<file path="config.mk">
export PLATFORM = sky130hd
export DESIGN_NAME = rvm_norm
export DESIGN_NICKNAME = d
export VERILOG_FILES = /design/src/rotation_vector_to_matrix_top_defines.svh /design/src/rvm_pkg.sv /design/src/rvm_norm.sv
export SDC_FILE = /design/constraint.sdc
export NUM_CORES = 2
export LEC_CHECK = 0
export BUFFER_PORTS_ARGS = -buffer_cell sky130_fd_sc_hd__buf_2
export CORE_MARGIN = 5
export CORE_UTILIZATION = 50
export DETAILED_ROUTE_END_ITERATION = 10
export PLACE_DENSITY_LB_ADDON = 0.25
export SLEW_MARGIN = 0
export SYNTH_ARGS = -nofsm -noshare
export SYNTH_HDL_FRONTEND = slang
export SYNTH_SLANG_ARGS = --single-unit
export TNS_END_PERCENT = 30
</file>
<file path="constraint.sdc">
create_clock -name clk -period 13.42 [get_ports clk]
set_clock_uncertainty 0.1 [all_clocks]
set_input_delay 2.684 -clock clk [delete_from_list [all_inputs] [get_ports clk]]
set_output_delay 2.684 -clock clk [all_outputs]
set_load 0.01 [all_outputs]
</file>
<file path="src/rotation_vector_to_matrix_top_defines.svh">
// Assertion macros used by the RVM top-level design file.
`ifndef ROTATION_VECTOR_TO_MATRIX_TOP_DEFINES_SVH
`define ROTATION_VECTOR_TO_MATRIX_TOP_DEFINES_SVH

`ifndef SYNTHESIS
`define RVM_ASSERT_IMPL(lbl, ante, cons, msg) \
  lbl: assert property (@(posedge clk) disable iff (!rst_n) (ante) |-> (cons)) else $error(msg);
`define RVM_ASSERT_NEXT(lbl, ante, cons, msg) \
  lbl: assert property (@(posedge clk) disable iff (!rst_n) (ante) |=> (cons)) else $error(msg);
`else
`define RVM_ASSERT_IMPL(lbl, ante, cons, msg)
`define RVM_ASSERT_NEXT(lbl, ante, cons, msg)
`endif

`endif

</file>
<file path="src/rvm_pkg.sv">
`default_nettype none
package rvm_pkg;

  localparam int TRIG_ITERATIONS = 16;
  localparam int ATAN_ENTRIES = 24;
  localparam int CORDIC_STEPS =
    (TRIG_ITERATIONS < ATAN_ENTRIES) ? TRIG_ITERATIONS : ATAN_ENTRIES;
  localparam int SQRT_STEPS = 19;
  localparam int DIV_STEPS = 56;

  localparam logic signed [36:0] Q30_PI = 37'sd3373259426;
  localparam logic signed [36:0] Q30_TWO_PI = 37'sd6746518852;
  localparam logic signed [36:0] Q30_HALF_PI = 37'sd1686629713;
  localparam logic signed [32:0] CORDIC_GAIN = 33'sd652032874;
  localparam logic [17:0] SMALL_NORM = 18'd1024;
  localparam logic signed [15:0] SAT_POS = 16'sd16384;
  localparam logic signed [15:0] SAT_NEG = -16'sd16384;

  typedef struct packed {
    logic signed [15:0] rot_x;
    logic signed [15:0] rot_y;
    logic signed [15:0] rot_z;
  } rvm_in_t;

  typedef struct packed {
    logic signed [15:0] m00;
    logic signed [15:0] m01;
    logic signed [15:0] m02;
    logic signed [15:0] m10;
    logic signed [15:0] m11;
    logic signed [15:0] m12;
    logic signed [15:0] m20;
    logic signed [15:0] m21;
    logic signed [15:0] m22;
  } rvm_out_t;

  typedef struct packed {
    logic signed [15:0] wx;
    logic signed [15:0] wy;
    logic signed [15:0] wz;
    logic [31:0]        s;
  } rvm_side_t;

  function automatic logic [29:0] atan_q30(input int idx);
    logic [29:0] v;
    unique case (idx)
      0:  v = 30'd843314856;
      1:  v = 30'd497837829;
      2:  v = 30'd263043836;
      3:  v = 30'd133525158;
      4:  v = 30'd67021686;
      5:  v = 30'd33543515;
      6:  v = 30'd16775850;
      7:  v = 30'd8388437;
      8:  v = 30'd4194282;
      9:  v = 30'd2097149;
      10: v = 30'd1048575;
      11: v = 30'd524287;
      12: v = 30'd262143;
      13: v = 30'd131071;
      14: v = 30'd65535;
      15: v = 30'd32767;
      16: v = 30'd16383;
      17: v = 30'd8191;
      18: v = 30'd4095;
      19: v = 30'd2047;
      20: v = 30'd1023;
      21: v = 30'd511;
      22: v = 30'd255;
      23: v = 30'd127;
      default: v = '0;
    endcase
    return v;
  endfunction

endpackage
`default_nettype wire

</file>
<file path="src/rvm_norm.sv">
`default_nettype none
module rvm_norm (
  input  logic              clk,
  input  logic              rst_n,
  input  logic              en,
  input  logic              in_valid,
  input  rvm_pkg::rvm_in_t  in_data,
  output logic              out_valid,
  output rvm_pkg::rvm_side_t out_side,
  output logic [17:0]       out_r
);
  import rvm_pkg::*;

  logic               w_valid_r;
  logic signed [15:0] wx_r, wy_r, wz_r;
  logic signed [31:0] px, py, pz;
  logic [31:0]        sum;

  logic [SQRT_STEPS:0] v_r;
  rvm_side_t           side_r [SQRT_STEPS+1];
  logic [37:0]         rem_r  [SQRT_STEPS+1];
  logic [37:0]         res_r  [SQRT_STEPS+1];
  logic [37:0]         trial  [SQRT_STEPS];
  logic [37:0]         rem_nxt [SQRT_STEPS];
  logic [37:0]         res_nxt [SQRT_STEPS];

  always_comb begin
    px = wx_r * wx_r;
    py = wy_r * wy_r;
    pz = wz_r * wz_r;
    sum = 32'(px) + 32'(py) + 32'(pz);
  end

  always_comb begin
    for (int k = 0; k < SQRT_STEPS; k++) begin
      trial[k] = res_r[k] + (38'd1 << (36 - 2 * k));
      if (rem_r[k] >= trial[k]) begin
        rem_nxt[k] = rem_r[k] - trial[k];
        res_nxt[k] = (res_r[k] >> 1) + (38'd1 << (36 - 2 * k));
      end else begin
        rem_nxt[k] = rem_r[k];
        res_nxt[k] = res_r[k] >> 1;
      end
    end
  end

  always_ff @(posedge clk) begin
    if (!rst_n) begin
      w_valid_r <= 1'b0;
      v_r <= '0;
    end else if (en) begin
      w_valid_r <= in_valid;
      v_r <= {v_r[SQRT_STEPS-1:0], w_valid_r};
    end
  end

  always_ff @(posedge clk) begin
    if (en) begin
      wx_r <= in_data.rot_x;
      wy_r <= in_data.rot_y;
      wz_r <= in_data.rot_z;
      side_r[0] <= '{wx: wx_r, wy: wy_r, wz: wz_r, s: sum};
      rem_r[0] <= {2'b00, sum, 4'b0000};
      res_r[0] <= '0;
      for (int k = 0; k < SQRT_STEPS; k++) begin
        side_r[k+1] <= side_r[k];
        rem_r[k+1] <= rem_nxt[k];
        res_r[k+1] <= res_nxt[k];
      end
    end
  end

  assign out_valid = v_r[SQRT_STEPS];
  assign out_side = side_r[SQRT_STEPS];
  assign out_r = res_r[SQRT_STEPS][17:0];
endmodule
`default_nettype wire

</file>
==> flow_metrics.tcl <==
set metrics [dict create \
    status "complete, no violations" \
    cp.arrival_ps 10570 \
    post_cts_buffers 0 \
    rsz0062_at_grt "no" \
    numCtsBuffers 216 \
    routedWlPerCell_um 17.8 \
    netlist_area_um2 106000 \
    syn2layout_area_growth_pct 10.4 \
    cts.clk_slew.worst_paths_ps 70 \
    cap_viol_max_count 0 \
    yosysWarnings 0 \
    multi_input_area_um2 35000 \
    worst-path-buf-inv 5 \
    first_global_vias 55550 \
    antenna_found_initial 3 \
    crit_family "adder cells" \
    syn_nets 8354 \
    top_layer_used "met4" \
    drive_gt1_frac 0.0772 \
    path_cells "nand2_1 -> fa_1 -> fa_1 -> inv_1 -> fa_1 -> inv_1 -> fa_1 -> inv_1 -> fa_1 -> fa_1 -> fa_1 -> fa_1 -> inv_1 -> fa_1 -> inv_1 -> ha_1 -> o21ai_0 -> o21bai_1 -> a211o_1 -> o41ai_1 -> o21ai_0 -> o31ai_1 -> or4b_1 -> o311ai_0" \
    startpoint_type "flop" \
    drt-pass1-iter-count 6 \
    rows 169 \
    worst_path_most_repeated_cell "fa_1" \
    end_kind "flop" \
    wl_met2_um 94700 \
    clk_latency_ps 840 \
    cts_hold_buf 0 \
    path_class "flop to flop" \
    wl_met3_um 7550 \
    finalMaxSlewViolations 0 \
    cts_sinks 2178 \
    cp_slowest_stage_delay_ps 1070 \
    post-route-drc-count 0 \
    grt.total_usage 0.169 \
    cts_resized 0 \
    async_flop_share 0 \
    ys_seq_area_frac 0.616 \
    wl_met1_um 76600 \
    start_util 0.501 \
    synthFlopType "edfxtp_1" \
    drt.antenna.violating_nets 0 \
    grt_max_degree 200 \
    cp_max_fo 32 \
    fin_nets 8597 \
    clk_root_buffer_cell "clkbuf_16" \
    cts_tree "yes" \
    worst_pin_slew_ps 1130 \
    gp_congestion 0.870 \
    syn_inst 7098 \
    fill_cells 17011 \
    h-tree-depth 4 \
    setup_viol 0 \
    fmax_mhz 99.8 \
    dp_hpwl_um 132000 \
    timing_hold_violations_final 0 \
    ys_seq_elements 2178 \
    synth_edf_count 2157 \
    via_per_inst 5.09 \
    final_util 0.553 \
    relSlewSlack 0.241 \
    die_area_um2 221000 \
    design.core.area_um2 211000 \
    synth_area_leaders "edfxtp_1, fa_1, ha_1, inv_1, xnor2_1" \
    cp_slowest_cell "edfxtp_1" \
    vias 52631 \
    die_x_um 470 \
    grt_pass1_wl_um 298000 \
    seqCellArea_um2 65200 \
    die_h_um 470 \
    hp-class "flop to flop" \
    fin_crit_sh 0.746 \
    netlist.area_leader.share 0.612 \
    io_pins 151 \
    period_minus_slack_ps 10020 \
    tns_ps 0 \
    synth_top_cell_by_area "edfxtp_1" \
    ys_types 76 \
    first_iter_violations 3743 \
    routed_wl_um 184000 \
    io_buffers 150 \
    gr-total-overflow 0 \
    syn_avg_cell_area_um2 14.9 \
    clock_path_buffers 3 \
    required_ps 13970 \
]
## final cells by class
cell class / instances / share of cell area
sequential: 2178 / 0.558
tap: 2821 / 0.0302
timing repair buffer: 206 / 0.0111
clock inverter: 147 / 0.0127
clock buffer: 258 / 0.0482
antenna: 1 / 0.0000214
multi-input combinational: 3480 / 0.299
inverter: 1259 / 0.0405
## routing by layer
| layer | GRT usage | up-vias |
|---|---|---|
| met3 | 0.0249 | 331 |
| met5 | 0 | - |
| met4 | 0.0527 | 0 |
| li1 | - | 24634 |
| met1 | 0.219 | 26618 |
| met2 | 0.296 | 1048 |
## through the flow
step / std cells / area (µm²) / worst slack, ps / hold slack, ps
after global routing: 10349 / 117000 / 2630 / 276
after floorplan: 7098 / 106000 / 4830 / 300
after detailed placement: 9944 / 110000 / 3310 / 305
after global placement: 9944 / 110000 / 3490 / 300
after CTS: 10349 / 117000 / 3310 / 259
final: 10350 / 117000 / 3400 / 259
## cell usage in the layout (no fill, tap or decap), types with 39 or more instances in the layout
cell type and count:
or3_1 39, nand2_1 375, nor2_1 230, nor2b_1 82, fa_1 818, buf_2 149
clkinv_1 64, xor2_1 142, inv_1 1257, a21oi_1 151, nor4_1 98, nand4_1 40
o21a_1 46, clkbuf_16 218, nand3_1 41, a21o_1 54, ha_1 386, and2_1 174
edfxtp_1 2157, buf_4 47, nor3_1 99, nand2b_1 51, o21ai_0 146, xnor2_1 187
## final timing paths
check	endpoint	slack (ps)	start	cells after the start
worst min register to register	side_r[9][136]	260	side_r[9][56]	0
worst max register to register	side_r[0][30]	3400	wz_r[15]	24
worst min-delay path	side_r[9][136]	260	side_r[9][56]	0
worst max-delay path	side_r[0][30]	3400	wz_r[15]	24
## Yosys cell counts (99+ instances only)
cell      instances
inv_1          1257
nor2_1          230
ha_1            386
a21oi_1         151
fa_1            818
xor2_1          142
nand2_1         375
xnor2_1         187
and2_1          174
nor4_1          101
nor3_1           99
o21ai_0         146
edfxtp_1       2157
## registers in the layout, summed over array words and instances (netlist names)
name	flops
rem_r	338
res_r	171
side_r	1600
v_r	20
w_valid_r	1
wx_r	16
wy_r	16
wz_r	16
## kinds of logic after synthesis
group	share of synthesized area
DFF	0.616
buffers and inverters	0.0542
and+or+nand+nor	0.0643
adders and majority gates	0.200
AOI/OAI and AO/OA	0.0332
xor gates and xnor gates	0.0272
muxes	0.00513
Power is left out: the tool's default activity adds up to more than one toggle a clock period on the data nets, which glitch-free logic cannot reach.
